$ cat src/design/ray_sphere_intersect_macros.svh
// Assertion macros shared by the ray-sphere intersection block.
`ifndef RAY_SPHERE_INTERSECT_MACROS_SVH
`define RAY_SPHERE_INTERSECT_MACROS_SVH

// Same-cycle implication on aclk, disabled while aresetn is low.
`define RSI_ASSERT_IMP(label, ante, cons, msg) \
    label: assert property (@(posedge aclk) disable iff (!aresetn) (ante) |-> (cons)) \
        else $error(msg);

// Next-cycle implication on aclk, disabled while aresetn is low.
`define RSI_ASSERT_NXT(label, ante, cons, msg) \
    label: assert property (@(posedge aclk) disable iff (!aresetn) (ante) |=> (cons)) \
        else $error(msg);

`endif

$ cat src/design/rsi_pkg.sv
// Shared widths and types for the ray-sphere intersection block.
package rsi_pkg;

    localparam int MAG_W   = 40;           // magnitude of closest-point offset
    localparam int LO_W    = 32;           // low slice of the squarer split
    localparam int HI_W    = MAG_W - LO_W; // high slice of the squarer split
    localparam int SQ_W    = 2 * MAG_W;    // square of one offset
    localparam int NSTAGE  = 9;            // pipeline depth, accept to output

    // Stage enables handed to the squarer.
    typedef struct packed {
        logic a;   // partial products
        logic b;   // combine
    } sq_en_t;

endpackage

$ cat src/design/rsi_square.sv
// Two-stage pipelined squarer for a 40-bit magnitude, split into 32x32 and narrow products.
module rsi_square (
    input  logic                       aclk,
    input  rsi_pkg::sq_en_t            en,
    input  logic [rsi_pkg::MAG_W-1:0]  mag,
    output logic [rsi_pkg::SQ_W-1:0]   sq
);

    logic [2*rsi_pkg::LO_W-1:0]            ll_reg;
    logic [rsi_pkg::HI_W+rsi_pkg::LO_W-1:0] hl_reg;
    logic [2*rsi_pkg::HI_W-1:0]            hh_reg;
    logic [rsi_pkg::SQ_W-1:0]              sq_reg;
    logic [rsi_pkg::SQ_W-1:0]              sq_next;

    logic [rsi_pkg::LO_W-1:0] lo;
    logic [rsi_pkg::HI_W-1:0] hi;

    assign lo = mag[rsi_pkg::LO_W-1:0];
    assign hi = mag[rsi_pkg::MAG_W-1:rsi_pkg::LO_W];

    always_ff @(posedge aclk) begin
        if (en.a) begin
            ll_reg <= lo * lo;
            hl_reg <= hi * lo;
            hh_reg <= hi * hi;
        end
    end

    // m^2 = hh<<64 + 2*hl<<32 + ll
    always_comb begin
        sq_next = {hh_reg, {(2*rsi_pkg::LO_W){1'b0}}}
                + rsi_pkg::SQ_W'({hl_reg, {(rsi_pkg::LO_W+1){1'b0}}})
                + rsi_pkg::SQ_W'(ll_reg);
    end

    always_ff @(posedge aclk) begin
        if (en.b) begin
            sq_reg <= sq_next;
        end
    end

    assign sq = sq_reg;

endmodule

$ cat config.mk
export PLATFORM = sky130hd
export DESIGN_NAME = rsi_square
export DESIGN_NICKNAME = d
export VERILOG_FILES = /design/src/design/ray_sphere_intersect_macros.svh /design/src/design/rsi_pkg.sv /design/src/design/rsi_square.sv
export SDC_FILE = /design/constraint.sdc
export NUM_CORES = 2
export LEC_CHECK = 0
export BUFFER_PORTS_ARGS = -buffer_cell sky130_fd_sc_hd__buf_4
export CAP_MARGIN = 10
export CORE_MARGIN = 2
export CORE_UTILIZATION = 55
export DETAILED_ROUTE_END_ITERATION = 7
export PLACE_DENSITY = 0.81
export SLEW_MARGIN = 20
export SYNTH_ARGS = -nofsm -noshare
export SYNTH_HDL_FRONTEND = slang
export SYNTH_SLANG_ARGS = --single-unit
$ cat constraint.sdc
create_clock -name aclk -period 18.4 [get_ports aclk]
set_clock_uncertainty 0.1 [all_clocks]
set_input_delay 1.84 -clock aclk [delete_from_list [all_inputs] [get_ports aclk]]
set_output_delay 1.84 -clock aclk [all_outputs]
set_load 0.05 [all_outputs]
=== Word-level counts from Yosys, hierarchy flattened ===
Cells that the tools add are included.

* Register bits after elaboration: 200
* Input bits: 43
* Output and inout bits: 80
* Logic and storage cells: 9

* $add $sub $neg: 2
* Multipliers: 3

{| class="wikitable"
|+ Operator list
! operator !! count
|-
| adder 80 x 64 -> 80 bit || 1
|-
| adder 80 x 73 -> 80 bit || 1
|-
| multiplier 32 x 32 -> 64 bit || 1
|-
| multiplier 8 x 32 -> 40 bit || 1
|-
| multiplier 8 x 8 -> 16 bit || 1
|}

=== Logic depth before layout (Yosys ltp) ===
* Depth in word-level cells: 2
* Mapped depth: 31
* Depth with buffers taken out: 29

=== Worst setup path after synthesis ===
OpenSTA, ideal clock, no wires.

* Path kind: input-to-reg
* Start: input mag[2] (netlist bit)
* End: register ll_reg[61] (netlist bit), data pin
* Setup time: 259 ps
* Arrival time: 9039 ps
* Data required time: 18041 ps
* Path slack: 9003 ps
* Cell stages on the path: 30
* Buffers on the path: 3
* Cell sequence: clkbuf_1 -> clkbuf_1 -> clkbuf_1 -> nand2_1 -> fa_1 -> inv_1 -> fa_1 -> inv_1 -> fa_1 -> fa_1 -> inv_1 -> fa_1 -> inv_1 -> fa_1 -> inv_1 -> fa_1 -> inv_1 -> fa_1 -> inv_1 -> ha_1 -> o21ai_1 -> a21oi_1 -> o41a_1 -> a41o_1 -> a31oi_1 -> o31ai_2 -> o211ai_1 -> o41ai_2 -> a31oi_1 -> xnor2_1

* Word-level cells in the longest chain between the ends: 1

{| class="wikitable"
|+ RTL lines
! what !! line !! source
|-
| from (decl) || rsi_square.sv:5 || <nowiki>input logic [rsi_pkg::MAG_W-1:0] mag,</nowiki>
|-
| multiplier 32 x 32 -> 64 bit || rsi_square.sv:23 || <nowiki>ll_reg <= lo * lo;</nowiki>
|-
| to (signal assigned) || rsi_square.sv:23 ||
|-
| to (decl) || rsi_square.sv:9 || <nowiki>logic [2*rsi_pkg::LO_W-1:0] ll_reg;</nowiki>
|}

Every way passes these cells.
A chain may end at the register's enable or synchronous reset.

=== Final worst setup path ===
* Start: input mag[15] (netlist bit)
* End: register ll_reg[59] (netlist bit), data pin

The elaborated chain is that of the path after synthesis.

==> results.toml <==
[synth]
yosys_warnings = 0
synth-compound-area-share_pct = 6.92
synth-edff-count = 197
synth_top_family_by_area = "adder cells"
synthSimpleGateAreaFrac_pct = 11.5
syn_inst = 4823
synth_nets = 6293
synth_xor_area_share_pct = 3.67
ys_async_sr_fraction_pct = 0
ys_seq_elements = 197
synth_area_per_cell_sq_um = 9.74
synth_flop_cell = "edfxtp_1"
synth.mux.area_fraction_pct = 0.112
ys_types = 80
ys_seq_area_share_pct = 12.6
yosys.area_share.adder_pct = 54.0
syn_area_sq_um = 47000

[route]
drtIter0Drc = 2352
routed_wl_um = 114000
drc = 0
via_per_inst = 5.53
vias = 32800
drt-pass1-iter-count = 5
ant_nets = 0
wl_per_cell_um = 19.3

[setup_path]
crit_fanout = 33
r2r_setup_slack_ps = 14830
worst_setup_path_start_kind = "input port"
r2r-start = "ll_reg[33]"
crit_arrival_ps = 10430
r2r_cells = 13
required_ps = 18530
end_kind = "flop"
crit_start = "mag[15]"
critical_path_class = "in2reg"
worstSetupEndpoint = "ll_reg[59]"
rr_endpoint = "sq[77]"

[hold_path]
hold_path_class = "reg2reg"

[timing]
max_clock_freq_mhz = 97.0
tns_ps = 0
min_period_ps = 10310
slew_headroom_pct = 39.8
hold_viol = 0
finalCritPeriodShare_pct = 56.0
maxSlewViolCount = 0
rsz0062_at_grt = "false"
tightest_slew_ps = 903
setup_violations = 0

[die]
die-width_um = 296
core_sq_um = 84900
initial_core_util_pct = 55.3
ioPinCount = 123
dieArea_sq_um = 87700
dieHeight_um = 296
rows = 107

[global_route]
globalRouteOverflowTotal = 0
antenna_found_initial = 2
grt_pass1_wl_um = 187000
grt_max_degree = 69
grt_usage_pct = 27.4
grt_pass1_vias = 35600

[cells_and_area]
syn2layout_area_growth_pct = 4.73
drive_above_1_share_pct = 4.18
antenna_cells = 0
largest_register_ffs = 79
fin_nets = 6244

[cts]
cts_root_buf = "clkbuf_16"
clockBufferDepth = 2
cts_tree = "done"
ctsHoldBuffers = 0
post_cts_buffers = 0
path_clk_slew_ps = 80
cts.repair.resized = 0
h-tree-depth = 4
cts_sinks = 197
clock_latency_ps = 470
cts_made_buffers = 17

[placement]
port_buffers = 121
dp_hpwl_um = 88500
gp_congestion = 0.952

[job]
maxCapViolations = 0

[run_status]
status = "completed"
## worst max-delay path, stage by stage
cell,delay (ps)
buf_4,460
clkinv_1,750
nor2_1,460
fa_1,470
fa_1,490
fa_1,510
inv_1,50
fa_1,480
inv_1,60
fa_1,480
fa_1,560
fa_1,420
fa_1,450
ha_1,390
a21oi_1,270
o22ai_1,130
o21a_1,230
a31oi_1,420
o221ai_1,330
a31o_2,370
and3_4,220
a211oi_4,280
o21ai_1,130
xor2_1,140
## cell type report
cell class / count / area (sq um)
Fill cell: 7085 / 35700
Inverter: 1212 / 4550
Multi-Input combinational cell: 3221 / 35800
Sequential cell: 197 / 5920
Timing Repair Buffer: 125 / 938
Clock buffer: 18 / 429
Clock inverter: 14 / 164
Tap cell: 1144 / 1430
## kinds of logic after synthesis
family	count (synthesis)
mux	5
buf+inv	1405
flops	197
simple gates	1111
xor+xnor	197
compound gates	480
other cells	1
fa+ha+maj	1427
## metrics by stage
stage               cell area (sq um)  utilization, %  cells  hold WS (ps)  setup slack (ps)
global placement                48600            57.2   5899           300              8000
detailed placement              48600            57.2   5899           305              7910
CTS                             49200            57.9   5931           319              8400
finish                          49200            57.9   5931           321              8090
floorplan                       47000               -   4823           300              9000
global route                    49200            57.9   5931           327              7910
## layer usage
layer | GRT usage (%) | routed length (um) | vias up
met1 | 36.2 | 44800 | 16600
met3 | 6.23 | 11300 | 225
met5 | 0 | 17 | -
met2 | 44.9 | 54400 | 1475
li1 | - | - | 14500
met4 | 8.81 | 3700 | 2
## worst min-delay path by stage
stage | from | to | depth (start not counted)
after floorplan | ll_reg[0] | sq[0] | 0
after global placement | ll_reg[0] | sq[0] | 0
after detailed placement | ll_reg[14] | sq[14] | 0
after CTS | ll_reg[28] | sq[28] | 0
after global routing | ll_reg[14] | sq[14] | 0
final | ll_reg[14] | sq[14] | 0
## Yosys cell counts (3+ instances only)
| master | n | share of area [%] |
|---|---|---|
| inv_1 | 1208 | 9.7 |
| fa_1 | 998 | 43 |
| nand2_1 | 481 | 3.8 |
| ha_1 | 429 | 11 |
| and2_1 | 331 | 4.4 |
| edfxtp_1 | 197 | 13 |
| clkbuf_1 | 181 | 1.4 |
| a21oi_1 | 148 | 1.6 |
| nor2_1 | 145 | 1.2 |
| xnor2_1 | 127 | 2.4 |
| a21o_1 | 86 | 1.4 |
| xor2_1 | 70 | 1.3 |
| o21ai_0 | 66 | 0.70 |
| nor2b_1 | 27 | 0.36 |
| nand3_1 | 26 | 0.28 |
| nand4_1 | 26 | 0.35 |
| o21a_1 | 23 | 0.37 |
| o21bai_1 | 23 | 0.37 |
| nor3_1 | 20 | 0.21 |
| a31oi_1 | 18 | 0.24 |
| nand2b_1 | 15 | 0.20 |
| a31o_2 | 14 | 0.26 |
| and3_1 | 14 | 0.19 |
| a211oi_1 | 13 | 0.21 |
| o21ai_1 | 10 | 0.11 |
| o31a_1 | 8 | 0.15 |
| o211ai_1 | 7 | 0.11 |
| o221ai_1 | 6 | 0.11 |
| or2_2 | 6 | 0.080 |
| buf_1 | 5 | 0.040 |
| buf_2 | 5 | 0.053 |
| o2111ai_1 | 5 | 0.093 |
| o31ai_1 | 5 | 0.080 |
| a21boi_0 | 4 | 0.064 |
| a41oi_1 | 4 | 0.075 |
| and4_1 | 4 | 0.075 |
| clkinv_1 | 4 | 0.032 |
| a221oi_2 | 3 | 0.096 |
| mux2i_1 | 3 | 0.064 |
| o41a_1 | 3 | 0.072 |
## cell usage in the layout, fill, tap and decap left out, drive strengths merged, types with 9 or more instances in the layout
master,instances
inv,1215
fa,998
nand2,481
ha,429
and2,332
edfxtp,197
a21oi,148
nor2,145
xnor2,127
buf,125
a21o,86
o21ai,76
xor2,70
nor2b,27
nand3,27
nand4,26
o21a,24
o21bai,23
nor3,20
a31oi,18
clkbuf,18
a211oi,16
nand2b,15
and3,15
a31o,14
clkinv,9
Power is not shown: default switching activity piles up to over one toggle a cycle in this logic, so the estimate is an artifact.
